### src/sv/gda_pkg.sv
// Shared types, constants and calendar helpers for the Gregorian date unit.
// No dependencies; used by every module of the block.
package gda_pkg;

  // Calendar limits
  localparam int unsigned MAX_YEAR   = 4095;
  localparam int unsigned EPOCH_YEAR = 1970;

  // Walker widths: the year counter holds one past MAX_YEAR to flag overflow
  localparam int unsigned YEAR_W = 13;
  localparam int unsigned CNT_W  = 20;

  localparam logic [YEAR_W-1:0] MAX_YEAR_W   = YEAR_W'(MAX_YEAR);
  localparam logic [YEAR_W-1:0] EPOCH_YEAR_W = YEAR_W'(EPOCH_YEAR);

  // Residues of the epoch year for the leap-year counters
  localparam logic [1:0] EPOCH_MOD4   = 2'(EPOCH_YEAR % 4);
  localparam logic [6:0] EPOCH_MOD100 = 7'(EPOCH_YEAR % 100);
  localparam logic [8:0] EPOCH_MOD400 = 9'(EPOCH_YEAR % 400);

  localparam logic [3:0] MONTHS_PER_YEAR = 4'd12;

  typedef enum logic [1:0] {
    ST_OK       = 2'd0,
    ST_INVALID  = 2'd1,
    ST_OVERFLOW = 2'd2
  } gda_status_t;

  typedef struct packed {
    logic        action;
    logic [4:0]  a_day;
    logic [3:0]  a_month;
    logic [11:0] a_year;
    logic [4:0]  b_day;
    logic [3:0]  b_month;
    logic [11:0] b_year;
    logic [15:0] add_days;
  } gda_in_t;

  typedef struct packed {
    logic [19:0] day_difference;
    logic [4:0]  sum_day;
    logic [3:0]  sum_month;
    logic [11:0] sum_year;
    gda_status_t status;
  } gda_out_t;

  typedef enum logic [2:0] {
    S_IDLE,
    S_YEARS,
    S_CHECK,
    S_MONTHS,
    S_ADD_YEARS,
    S_ADD_MONTHS,
    S_DONE
  } gda_state_t;

  // Datapath operations issued by the controller
  typedef enum logic [3:0] {
    OP_NONE,
    OP_LOAD,
    OP_YEAR_ADD,
    OP_ENTER_MONTHS,
    OP_MONTH_ADD,
    OP_SAVE_A,
    OP_FIN_DIFF,
    OP_START_ADD,
    OP_YEAR_SUB,
    OP_MONTH_SUB,
    OP_FIN_SUM,
    OP_FIN_OVF,
    OP_FIN_INVALID
  } gda_op_t;

  typedef struct packed {
    gda_op_t op;
  } gda_cmd_t;

  typedef struct packed {
    logic action;       // item asks for an add
    logic sel_b;        // walker is on date B
    logic year_below;   // walker year below the target year
    logic date_valid;   // target date in range
    logic month_below;  // walker month below the target month
    logic year_fits;    // remainder covers the current year
    logic month_fits;   // remainder covers the current month
    logic overflow;     // walker year past MAX_YEAR
  } gda_stat_t;

  function automatic logic [4:0] month_len(input logic [3:0] m, input logic leap);
    logic [4:0] len;
    case (m)
      4'd2:                       len = leap ? 5'd29 : 5'd28;
      4'd4, 4'd6, 4'd9, 4'd11:    len = 5'd30;
      default:                    len = 5'd31;
    endcase
    return len;
  endfunction

  function automatic logic [8:0] year_len(input logic leap);
    return leap ? 9'd366 : 9'd365;
  endfunction

endpackage

### src/sv/gda_datapath.sv
// Datapath of the date unit: item register, year/month walker, accumulators, result.
// Depends on gda_pkg; driven by gda_controller through gda_cmd_t.
module gda_datapath (
  input  logic              clk,
  input  logic              rst,
  input  gda_pkg::gda_in_t  item,
  input  gda_pkg::gda_cmd_t cmd,
  output gda_pkg::gda_stat_t stat,
  output gda_pkg::gda_out_t result
);

  gda_pkg::gda_in_t   item_q;
  logic               sel_b;
  logic [gda_pkg::YEAR_W-1:0] y;
  logic [1:0]         c4;
  logic [6:0]         c100;
  logic [8:0]         c400;
  logic [3:0]         m;
  logic [gda_pkg::CNT_W-1:0] n;
  logic [gda_pkg::CNT_W-1:0] na;
  gda_pkg::gda_out_t  res;

  logic                sel_b_next;
  logic [gda_pkg::YEAR_W-1:0] y_next;
  logic [1:0]          c4_next;
  logic [6:0]          c100_next;
  logic [8:0]          c400_next;
  logic [3:0]          m_next;
  logic [gda_pkg::CNT_W-1:0] n_next;
  logic [gda_pkg::CNT_W-1:0] na_next;
  gda_pkg::gda_out_t   res_next;

  logic        leap;
  logic [4:0]  tgt_day;
  logic [3:0]  tgt_month;
  logic [11:0] tgt_year;
  logic [4:0]  cur_mlen;
  logic [8:0]  cur_ylen;
  logic [4:0]  tgt_mlen;
  logic [gda_pkg::CNT_W-1:0] day_m1;
  logic [gda_pkg::CNT_W-1:0] idx_now;
  logic [gda_pkg::CNT_W-1:0] diff;

  // Leap flag of the walker year from its residues
  assign leap = ((c4 == 2'd0) && (c100 != 7'd0)) || (c400 == 9'd0);

  // Select the date under walk
  assign tgt_day   = sel_b ? item_q.b_day   : item_q.a_day;
  assign tgt_month = sel_b ? item_q.b_month : item_q.a_month;
  assign tgt_year  = sel_b ? item_q.b_year  : item_q.a_year;

  assign cur_mlen = gda_pkg::month_len(m, leap);
  assign cur_ylen = gda_pkg::year_len(leap);
  assign tgt_mlen = gda_pkg::month_len(tgt_month, leap);
  assign day_m1   = gda_pkg::CNT_W'(tgt_day) - gda_pkg::CNT_W'(1);
  assign idx_now  = n + day_m1;
  assign diff     = (na >= idx_now) ? (na - idx_now) : (idx_now - na);

  // Status back to the controller
  always_comb begin
    stat.action      = item_q.action;
    stat.sel_b       = sel_b;
    stat.year_below  = y < {1'b0, tgt_year};
    stat.date_valid  = ({1'b0, tgt_year} >= gda_pkg::EPOCH_YEAR_W) &&
                       ({1'b0, tgt_year} <= gda_pkg::MAX_YEAR_W) &&
                       (tgt_month != 4'd0) && (tgt_month <= gda_pkg::MONTHS_PER_YEAR) &&
                       (tgt_day != 5'd0) && (tgt_day <= tgt_mlen);
    stat.month_below = m < tgt_month;
    stat.overflow    = y > gda_pkg::MAX_YEAR_W;
    stat.year_fits   = !stat.overflow && (n >= gda_pkg::CNT_W'(cur_ylen));
    stat.month_fits  = (m < gda_pkg::MONTHS_PER_YEAR) && (n >= gda_pkg::CNT_W'(cur_mlen));
  end

  // Next values per operation
  always_comb begin
    sel_b_next = sel_b;
    y_next     = y;
    c4_next    = c4;
    c100_next  = c100;
    c400_next  = c400;
    m_next     = m;
    n_next     = n;
    na_next    = na;
    res_next   = res;
    unique case (cmd.op)
      gda_pkg::OP_LOAD, gda_pkg::OP_SAVE_A: begin
        sel_b_next = (cmd.op == gda_pkg::OP_SAVE_A);
        y_next     = gda_pkg::EPOCH_YEAR_W;
        c4_next    = gda_pkg::EPOCH_MOD4;
        c100_next  = gda_pkg::EPOCH_MOD100;
        c400_next  = gda_pkg::EPOCH_MOD400;
        m_next     = 4'd1;
        n_next     = '0;
        if (cmd.op == gda_pkg::OP_SAVE_A) begin
          na_next = idx_now;
        end
      end
      gda_pkg::OP_YEAR_ADD, gda_pkg::OP_YEAR_SUB: begin
        n_next    = (cmd.op == gda_pkg::OP_YEAR_ADD) ? n + gda_pkg::CNT_W'(cur_ylen)
                                                     : n - gda_pkg::CNT_W'(cur_ylen);
        y_next    = y + gda_pkg::YEAR_W'(1);
        c4_next   = c4 + 2'd1;
        c100_next = (c100 == 7'd99)  ? 7'd0 : c100 + 7'd1;
        c400_next = (c400 == 9'd399) ? 9'd0 : c400 + 9'd1;
      end
      gda_pkg::OP_ENTER_MONTHS: begin
        // an add counts from the start of A's year
        if (item_q.action) begin
          n_next = '0;
        end
      end
      gda_pkg::OP_MONTH_ADD: begin
        n_next = n + gda_pkg::CNT_W'(cur_mlen);
        m_next = m + 4'd1;
      end
      gda_pkg::OP_MONTH_SUB: begin
        n_next = n - gda_pkg::CNT_W'(cur_mlen);
        m_next = m + 4'd1;
      end
      gda_pkg::OP_START_ADD: begin
        n_next = idx_now + gda_pkg::CNT_W'(item_q.add_days);
        m_next = 4'd1;
      end
      gda_pkg::OP_FIN_DIFF: begin
        res_next = '0;
        res_next.day_difference = diff;
        res_next.status = gda_pkg::ST_OK;
      end
      gda_pkg::OP_FIN_SUM: begin
        res_next.day_difference = '0;
        res_next.sum_day   = n[4:0] + 5'd1;
        res_next.sum_month = m;
        res_next.sum_year  = y[11:0];
        res_next.status    = gda_pkg::ST_OK;
      end
      gda_pkg::OP_FIN_OVF: begin
        res_next.day_difference = '0;
        res_next.sum_day   = 5'd31;
        res_next.sum_month = gda_pkg::MONTHS_PER_YEAR;
        res_next.sum_year  = gda_pkg::MAX_YEAR_W[11:0];
        res_next.status    = gda_pkg::ST_OVERFLOW;
      end
      gda_pkg::OP_FIN_INVALID: begin
        res_next = '0;
        res_next.status = gda_pkg::ST_INVALID;
      end
      default: begin
      end
    endcase
  end

  // Hold the item on load
  always_ff @(posedge clk) begin
    if (cmd.op == gda_pkg::OP_LOAD) begin
      item_q <= item;
    end
  end

  // Walker and result registers
  always_ff @(posedge clk) begin
    sel_b <= sel_b_next;
    y     <= y_next;
    c4    <= c4_next;
    c100  <= c100_next;
    c400  <= c400_next;
    m     <= m_next;
    n     <= n_next;
    na    <= na_next;
    res   <= res_next;
  end

  assign result = res;

`ifndef SYNTHESIS
  a_sum_day_nonzero: assert property (@(posedge clk) disable iff (rst)
    cmd.op == gda_pkg::OP_FIN_SUM |=> (res.sum_day != 5'd0) && (res.status == gda_pkg::ST_OK))
    else $error("finished sum carries no day of month");
  a_year_sub_in_range: assert property (@(posedge clk) disable iff (rst)
    cmd.op == gda_pkg::OP_YEAR_SUB |-> y <= gda_pkg::MAX_YEAR_W)
    else $error("year step taken past the last year");
  a_load_epoch: assert property (@(posedge clk) disable iff (rst)
    cmd.op == gda_pkg::OP_LOAD |=> (y == gda_pkg::EPOCH_YEAR_W) && (n == '0) && !sel_b)
    else $error("walker not reset to the epoch on load");
`endif

endmodule

### src/sv/gda_controller.sv
// Controller of the date unit: sequences the year and month walks of the datapath.
// Depends on gda_pkg; drives gda_datapath through gda_cmd_t.
module gda_controller (
  input  logic               clk,
  input  logic               rst,
  input  logic               start,
  input  gda_pkg::gda_stat_t stat,
  output gda_pkg::gda_cmd_t  cmd,
  output logic               busy,
  output logic               done
);

  gda_pkg::gda_state_t state;
  gda_pkg::gda_state_t state_next;

  // Next state
  always_comb begin
    state_next = state;
    unique case (state)
      gda_pkg::S_IDLE: begin
        if (start) state_next = gda_pkg::S_YEARS;
      end
      gda_pkg::S_YEARS: begin
        if (!stat.year_below) state_next = gda_pkg::S_CHECK;
      end
      gda_pkg::S_CHECK: begin
        state_next = stat.date_valid ? gda_pkg::S_MONTHS : gda_pkg::S_DONE;
      end
      gda_pkg::S_MONTHS: begin
        if (!stat.month_below) begin
          if (stat.action)      state_next = gda_pkg::S_ADD_YEARS;
          else if (!stat.sel_b) state_next = gda_pkg::S_YEARS;
          else                  state_next = gda_pkg::S_DONE;
        end
      end
      gda_pkg::S_ADD_YEARS: begin
        if (!stat.year_fits) begin
          state_next = stat.overflow ? gda_pkg::S_DONE : gda_pkg::S_ADD_MONTHS;
        end
      end
      gda_pkg::S_ADD_MONTHS: begin
        if (!stat.month_fits) state_next = gda_pkg::S_DONE;
      end
      gda_pkg::S_DONE: begin
        state_next = gda_pkg::S_IDLE;
      end
      default: state_next = gda_pkg::S_IDLE;
    endcase
  end

  // Outputs
  always_comb begin
    cmd.op = gda_pkg::OP_NONE;
    busy   = 1'b1;
    done   = 1'b0;
    unique case (state)
      gda_pkg::S_IDLE: begin
        busy = 1'b0;
        if (start) cmd.op = gda_pkg::OP_LOAD;
      end
      gda_pkg::S_YEARS: begin
        if (stat.year_below) cmd.op = gda_pkg::OP_YEAR_ADD;
      end
      gda_pkg::S_CHECK: begin
        cmd.op = stat.date_valid ? gda_pkg::OP_ENTER_MONTHS : gda_pkg::OP_FIN_INVALID;
      end
      gda_pkg::S_MONTHS: begin
        if (stat.month_below)  cmd.op = gda_pkg::OP_MONTH_ADD;
        else if (stat.action)  cmd.op = gda_pkg::OP_START_ADD;
        else if (!stat.sel_b)  cmd.op = gda_pkg::OP_SAVE_A;
        else                   cmd.op = gda_pkg::OP_FIN_DIFF;
      end
      gda_pkg::S_ADD_YEARS: begin
        if (stat.year_fits)     cmd.op = gda_pkg::OP_YEAR_SUB;
        else if (stat.overflow) cmd.op = gda_pkg::OP_FIN_OVF;
      end
      gda_pkg::S_ADD_MONTHS: begin
        cmd.op = stat.month_fits ? gda_pkg::OP_MONTH_SUB : gda_pkg::OP_FIN_SUM;
      end
      gda_pkg::S_DONE: begin
        done = 1'b1;
      end
      default: begin
      end
    endcase
  end

  // State register
  always_ff @(posedge clk) begin
    if (rst) begin
      state <= gda_pkg::S_IDLE;
    end else begin
      state <= state_next;
    end
  end

`ifndef SYNTHESIS
  a_done_one_cycle: assert property (@(posedge clk) disable iff (rst)
    done |=> !done && !busy)
    else $error("result strobe longer than one cycle");
  a_accept_busy: assert property (@(posedge clk) disable iff (rst)
    start && !busy |=> busy && !done)
    else $error("accepted beat did not start a walk");
  a_done_after_finish: assert property (@(posedge clk) disable iff (rst)
    done |-> ($past(cmd.op) == gda_pkg::OP_FIN_DIFF) ||
             ($past(cmd.op) == gda_pkg::OP_FIN_SUM) ||
             ($past(cmd.op) == gda_pkg::OP_FIN_OVF) ||
             ($past(cmd.op) == gda_pkg::OP_FIN_INVALID))
    else $error("result strobe without a finished result");
`endif

endmodule

### src/sv/gregorian_date_arithmetic_unit.sv
// Top level of the Gregorian date unit: controller plus datapath.
// Depends on gda_pkg, gda_controller and gda_datapath.
//
// A beat is taken when start is high and busy is low; one result beat follows,
// shown on result with done high for exactly one cycle, and it cannot be held
// off. Each date is walked year by year from 1970 and then month by month in
// one shared walker, one step per cycle. A day difference walks date A and then
// date B; an add walks date A and then the whole years and months added, and
// ends with an overflow status if the sum passes year 4095. An invalid date ends
// after its year walk. busy stays high from acceptance through the result cycle.
module gregorian_date_arithmetic_unit (
  input  logic              clk,
  input  logic              rst,
  input  logic              start,
  input  gda_pkg::gda_in_t  item,
  output logic              busy,
  output logic              done,
  output gda_pkg::gda_out_t result
);

  gda_pkg::gda_cmd_t  cmd;
  gda_pkg::gda_stat_t stat;

  gda_controller u_ctrl (
    .clk   (clk),
    .rst   (rst),
    .start (start),
    .stat  (stat),
    .cmd   (cmd),
    .busy  (busy),
    .done  (done)
  );

  gda_datapath u_dp (
    .clk    (clk),
    .rst    (rst),
    .item   (item),
    .cmd    (cmd),
    .stat   (stat),
    .result (result)
  );

endmodule
### config.mk
export PLATFORM = sky130hd
export DESIGN_NAME = gregorian_date_arithmetic_unit
export DESIGN_NICKNAME = d
export VERILOG_FILES = /design/src/sv/gda_pkg.sv /design/src/sv/gda_datapath.sv /design/src/sv/gda_controller.sv /design/src/sv/gregorian_date_arithmetic_unit.sv
export SDC_FILE = /design/constraint.sdc
export NUM_CORES = 1
export LEC_CHECK = 0
export ABC_AREA = 1
export BUFFER_PORTS_ARGS = -buffer_cell sky130_fd_sc_hd__buf_2
export CELL_PAD_IN_SITES_DETAIL_PLACEMENT = 1
export CELL_PAD_IN_SITES_GLOBAL_PLACEMENT = 1
export CORE_MARGIN = 2
export CORE_UTILIZATION = 31
export DETAILED_ROUTE_END_ITERATION = 6
export PLACE_DENSITY_LB_ADDON = 0.1
export SYNTH_ARGS = -nofsm -noshare
export SYNTH_HDL_FRONTEND = slang
export SYNTH_SLANG_ARGS = --single-unit
### constraint.sdc
create_clock -name clk -period 17.1 [get_ports clk]
set_input_delay 1.71 -clock clk [delete_from_list [all_inputs] [get_ports clk]]
set_output_delay 1.71 -clock clk [all_outputs]
set_load 0.02 [all_outputs]
# After elaboration in Yosys (flattened, before gate mapping)
# Cells that the tools add are included.
# totals
regBits	181
input_bits	62
word_cells	152
# op_classes
add_sub_neg	15
n_lt_le_gt_ge	10
eq_ne	36
n_mux	41
n_reduce_logical	28
# ops
operator	n
$pmux 43 s4	1
$pmux 20 s6	1
$mux 20	3
$sub 20x20->20	2
$eq 4x4->1 const B	9
$eq 4x3->1 const B	8
$pmux 13 s2	1
$mux 3	8
$mux 4	6
$pmux 4 s6	1
$add 20x16->20	1
$add 20x20->20	1
$add 20x5->20	1
$add 20x9->20	1
$ge 20x20->1	1
$ge 20x5->1	1
$ge 20x9->1	1
$pmux 5 s2	2
$sub 20x5->20	1
$sub 20x9->20	1
$pmux 3 s6	1
$pmux 9 s2	1
$eq 4x2->1 const B	4
$pmux 7 s2	1
other kinds (46)	72

# Longest topological paths before layout
# depth
depth_word	13
mapped_depth	32
depth_no_buf	30

# By module
# From an unflattened synthesis, not the netlist that was laid out.
# hier_totals
cells_unflattened	1884
area_unflattened_um2	14461.4
# modules_own_cells
module	n_inst	cells_per_inst	area_per_inst_um2	seq_area_each_um2
gda_datapath	1	1812	14074.7	5345.1
gda_controller	1	72	386.6	60.1

# Worst setup path after synthesis
# Ideal clock, no wire load.
# synth_timing
path_kind	input to register
startpoint	input port start
endpoint	register u_dp.c100[0] (enable)
setup_time_ns	0.462
t_arrival_ns	6.952
required_ns	16.638
slack_ns	9.686
cell_stages	8
n_path_buf	0
cell_sequence	inv_1 -> nor2_1 -> inv_1 -> nand2_1 -> nor2_1 -> nand3_2 -> nand2_1 -> o21ai_0
# synth_via
elab_chain_cells	5
elab_cells_between_ends	9
# synth_lines
item	line_no	text
start: declaration	gregorian_date_arithmetic_unit.sv:14	input logic start,
$mux 1 *	gda_controller.sv:59	if (start) cmd.op = gda_pkg::OP_LOAD;
$pmux 4 s6 *	gda_controller.sv:56	unique case (state)
$eq 4x4->1 (tied with other cells)	gda_datapath.sv:85	unique case (cmd.op)
$reduce_or 2->1	gda_datapath.sv:85	
$reduce_bool 2->1 (no line) *	--	
end signal: assignment	gda_datapath.sv:164	c100 <= c100_next;
end: declaration	gda_datapath.sv:16	logic [6:0] c100;
# Mark *: on every way between the ends. The rest lies on a longest branch, timed or not.
# A chain may end at the register's enable or synchronous reset.

==> impl_metrics.yaml <==
floorplan:
  core_area_sq_um: 46460
  die_area_sq_um: 48750
  die_w_um: 220.8
  initial_utilization_pct: 31.36
  die_h_um: 220.8
  ios: 107
  row_count: 79
critical_path:
  path_max_fanout: 29
  required_ns: 17.30
  worst-r2r-setup-slack_ns: 10.63
  rr_worst_depth: 24
  worstSetupPathType: "register to register"
  worstSetupEndpointType: "register"
  slowest_stage: "mux2i_1"
  startpoint_type: "register"
  rr_startpoint: "u_dp.sel_b$_DFFE_PP_"
  crit_chain: "buf_4, mux2i_1, ha_1, nand3_1, o21ai_0, nand2_1, ha_1, a21oi_1, o21ai_0, nand2_1, nand2_1, a31oi_1, o21ai_0, xor2_1, ha_1, a21oi_1, o21ai_0, a21oi_1, nand4_2, inv_2, nand2_1, o21ai_0, nand2_1, nor3b_1"
  cp.arrival_ns: 6.67
  cp_slowest_stage_delay_ns: 0.61
  r2r_end: "u_dp.result[29]$_DFFE_PP_"
synthesis:
  syn_avg_cell_area_sq_um: 7.597
  synthArstFlopShare_pct: 0
  yosysTopAreaCellShare_pct: 36.69
  syn_inst: 1918
  synthTopCellsByArea: "edfxtp_1 37%, nand2_1 13%, ha_1 9.8%, inv_1 7.1%, nor2_1 5.5%"
  netlist_top_cells_count: "486 x nand2_1, 274 x inv_1, 212 x nor2_1"
  synth-edff-count: 178
  synth_top_area_cell: "edfxtp_1"
  synth_seq_area_share_pct: 37.10
  ys.flop_type: "edfxtp_1"
  synthesis.nets: 2102
  syn_area_sq_um: 14570
  ys_types: 53
  yosys_warnings: 0
  synthMostInstantiatedCell: "nand2_1"
  ys_ff_latch: 181
sta:
  setup-violations-final: 0
  finClkSkew_ns: 0.02878
  worst_pin_slew_ns: 1.006
  timing.final.crit_share_pct: 37.82
  rsz0062_at_grt: "no"
  fin_setup_tns_ns: 0
  fmax_ghz: 0.1546
  hold_viol_final: 0
  slew_headroom_pct: 32.84
  min_period_ns: 6.468
  slew_viol_final: 0
clock_tree:
  cts_setup_buffers: 0
  cts.sinks: 181
  clockRootBuffer: "clkbuf_16"
  path_clk_slew_ns: 0.07
  clockBufferDepth: 2
  cts_buffers: 17
  cts_tree: "done"
  htreeDepth: 4
  holdBufCountCts: 0
  post_cts_resized: 0
  insertion_delay_ns: 0.51
cells_and_area:
  fill_cells: 5749
  post_route_cells_drive_above_1_share_pct: 9.383
  nets: 2197
  syn2layout_area_growth_pct: 11.88
  diodes: 0
route:
  drt_first_pass_iters: 5
  drc: 0
  vias: 12980
  avgRoutedWirePerCell_um: 18.64
  ant_nets: 0
  avgViaCountPerCell: 4.930
  drt_iter0_drc: 748
  wirelength_um: 49060
worst_hold_path:
  whs_path_depth: 2
  min_to: "u_ctrl.state[0]$_SDFFE_PP0P_"
  hold_path.class: "register to register"
  min_from: "u_ctrl.state[0]$_SDFFE_PP0P_"
global_route:
  grt_pass1_wl_um: 76040
  grt_pass1_vias: 13280
  gr-usage-all-layers_pct: 20.75
  grt.overflow.total: 0
  grt_start_max_net_pins: 44
  antenna_found_initial: 0
run:
  maxCapViolCount: 0
placed_design:
  port_buffers: 106
  dp_hpwl_um: 39230
  gp_congestion: 0.8636
status:
  status: "finished clean"
metrics by stage:
step	utilization [%]	std cells	worst slack, ns	cell area [sq um]	hold slack (ns)
2_1_floorplan	-	1918	9.686	14570	0.4793
3_3_place_gp	33.82	2601	10.87	15710	0.5094
3_5_place_dp	33.82	2601	10.63	15710	0.5204
4_1_cts	35.09	2632	10.61	16300	0.5365
5_1_grt	35.09	2632	9.868	16300	0.5760
6_report	35.09	2632	10.63	16300	0.5328
worst max-delay path, delay by kind of cell, from the launching register on:
family / cells / cell delay, ns
AOI/OAI and AO/OA: 9 / 1.67
xor gates and xnor gates: 1 / 0.49
adders and majority gates: 3 / 1.06
buffers and inverters: 2 / 0.78
DFF: 1 / 0.33
muxes: 1 / 0.61
and+or+nand+nor: 8 / 1.20
metal layers:
| layer | share of wire (%) | global-route usage, % |
|---|---|---|
| met2 | 49 | 35.89 |
| met3 | 2.5 | 3.148 |
| met4 | 1.6 | 5.533 |
| met1 | 47 | 26.92 |
| met5 | 0 | 0 |
cell usage in the layout (no fill, tap or decap), drive strengths merged, types with 79 or more instances in the layout:
cell type,Yosys,final
edfxtp,178,178
nand3,113,113
buf,31,115
a21oi,107,107
nand2,494,494
ha,114,114
xor2,79,79
o21ai,109,109
nor2,216,216
inv,280,288
sequential cells by signal (all words and copies together) (netlist names), 4 cells and up:
name,flops
u_dp.n,20
u_dp.na,20
u_dp.y,13
u_dp.result,43
u_dp.c100,7
u_dp.item_q,58
u_dp.c400,9
u_dp.m,4
logic make-up after synthesis:
family          synth area share [%]
compound gates                 10.92
xor+xnor                       5.951
fa+ha+maj                      10.89
buf+inv                        8.828
flops                          37.10
mux                          0.06870
simple gates                   26.24
layout make-up:
class / count / area, sq um / share of cell area [%]
Multi-Input combinational cell: 1416 / 7893 / 48.42
Sequential cell: 181 / 5405 / 33.16
Inverter: 282 / 1059 / 6.494
Tap cell: 607 / 759.5 / 4.659
Timing Repair Buffer: 115 / 598.1 / 3.669
Clock buffer: 17 / 425.4 / 2.610
Clock inverter: 14 / 161.4 / 0.9902
worst max path at each step:
| stage | from | endpoint | slack, ns | cells past startpoint |
|---|---|---|---|---|
| detailed placement | u_dp.sel_b$_DFFE_PP_ | u_dp.result[29]$_DFFE_PP_ | 10.63 | 24 |
| global placement | u_dp.sel_b$_DFFE_PP_ | u_dp.result[36]$_DFFE_PP_ | 10.87 | 29 |
| global route | u_dp.sel_b$_DFFE_PP_ | u_dp.result[29]$_DFFE_PP_ | 9.87 | 29 |
| finish | u_dp.sel_b$_DFFE_PP_ | u_dp.result[29]$_DFFE_PP_ | 10.63 | 24 |
| CTS | u_dp.sel_b$_DFFE_PP_ | u_dp.result[29]$_DFFE_PP_ | 10.61 | 24 |
| floorplan | start | u_dp.c100[0]$_SDFFCE_PP0N_ | 9.69 | 8 |
Power is not shown: default switching activity piles up to over one toggle a cycle in this logic, so the estimate is an artifact.
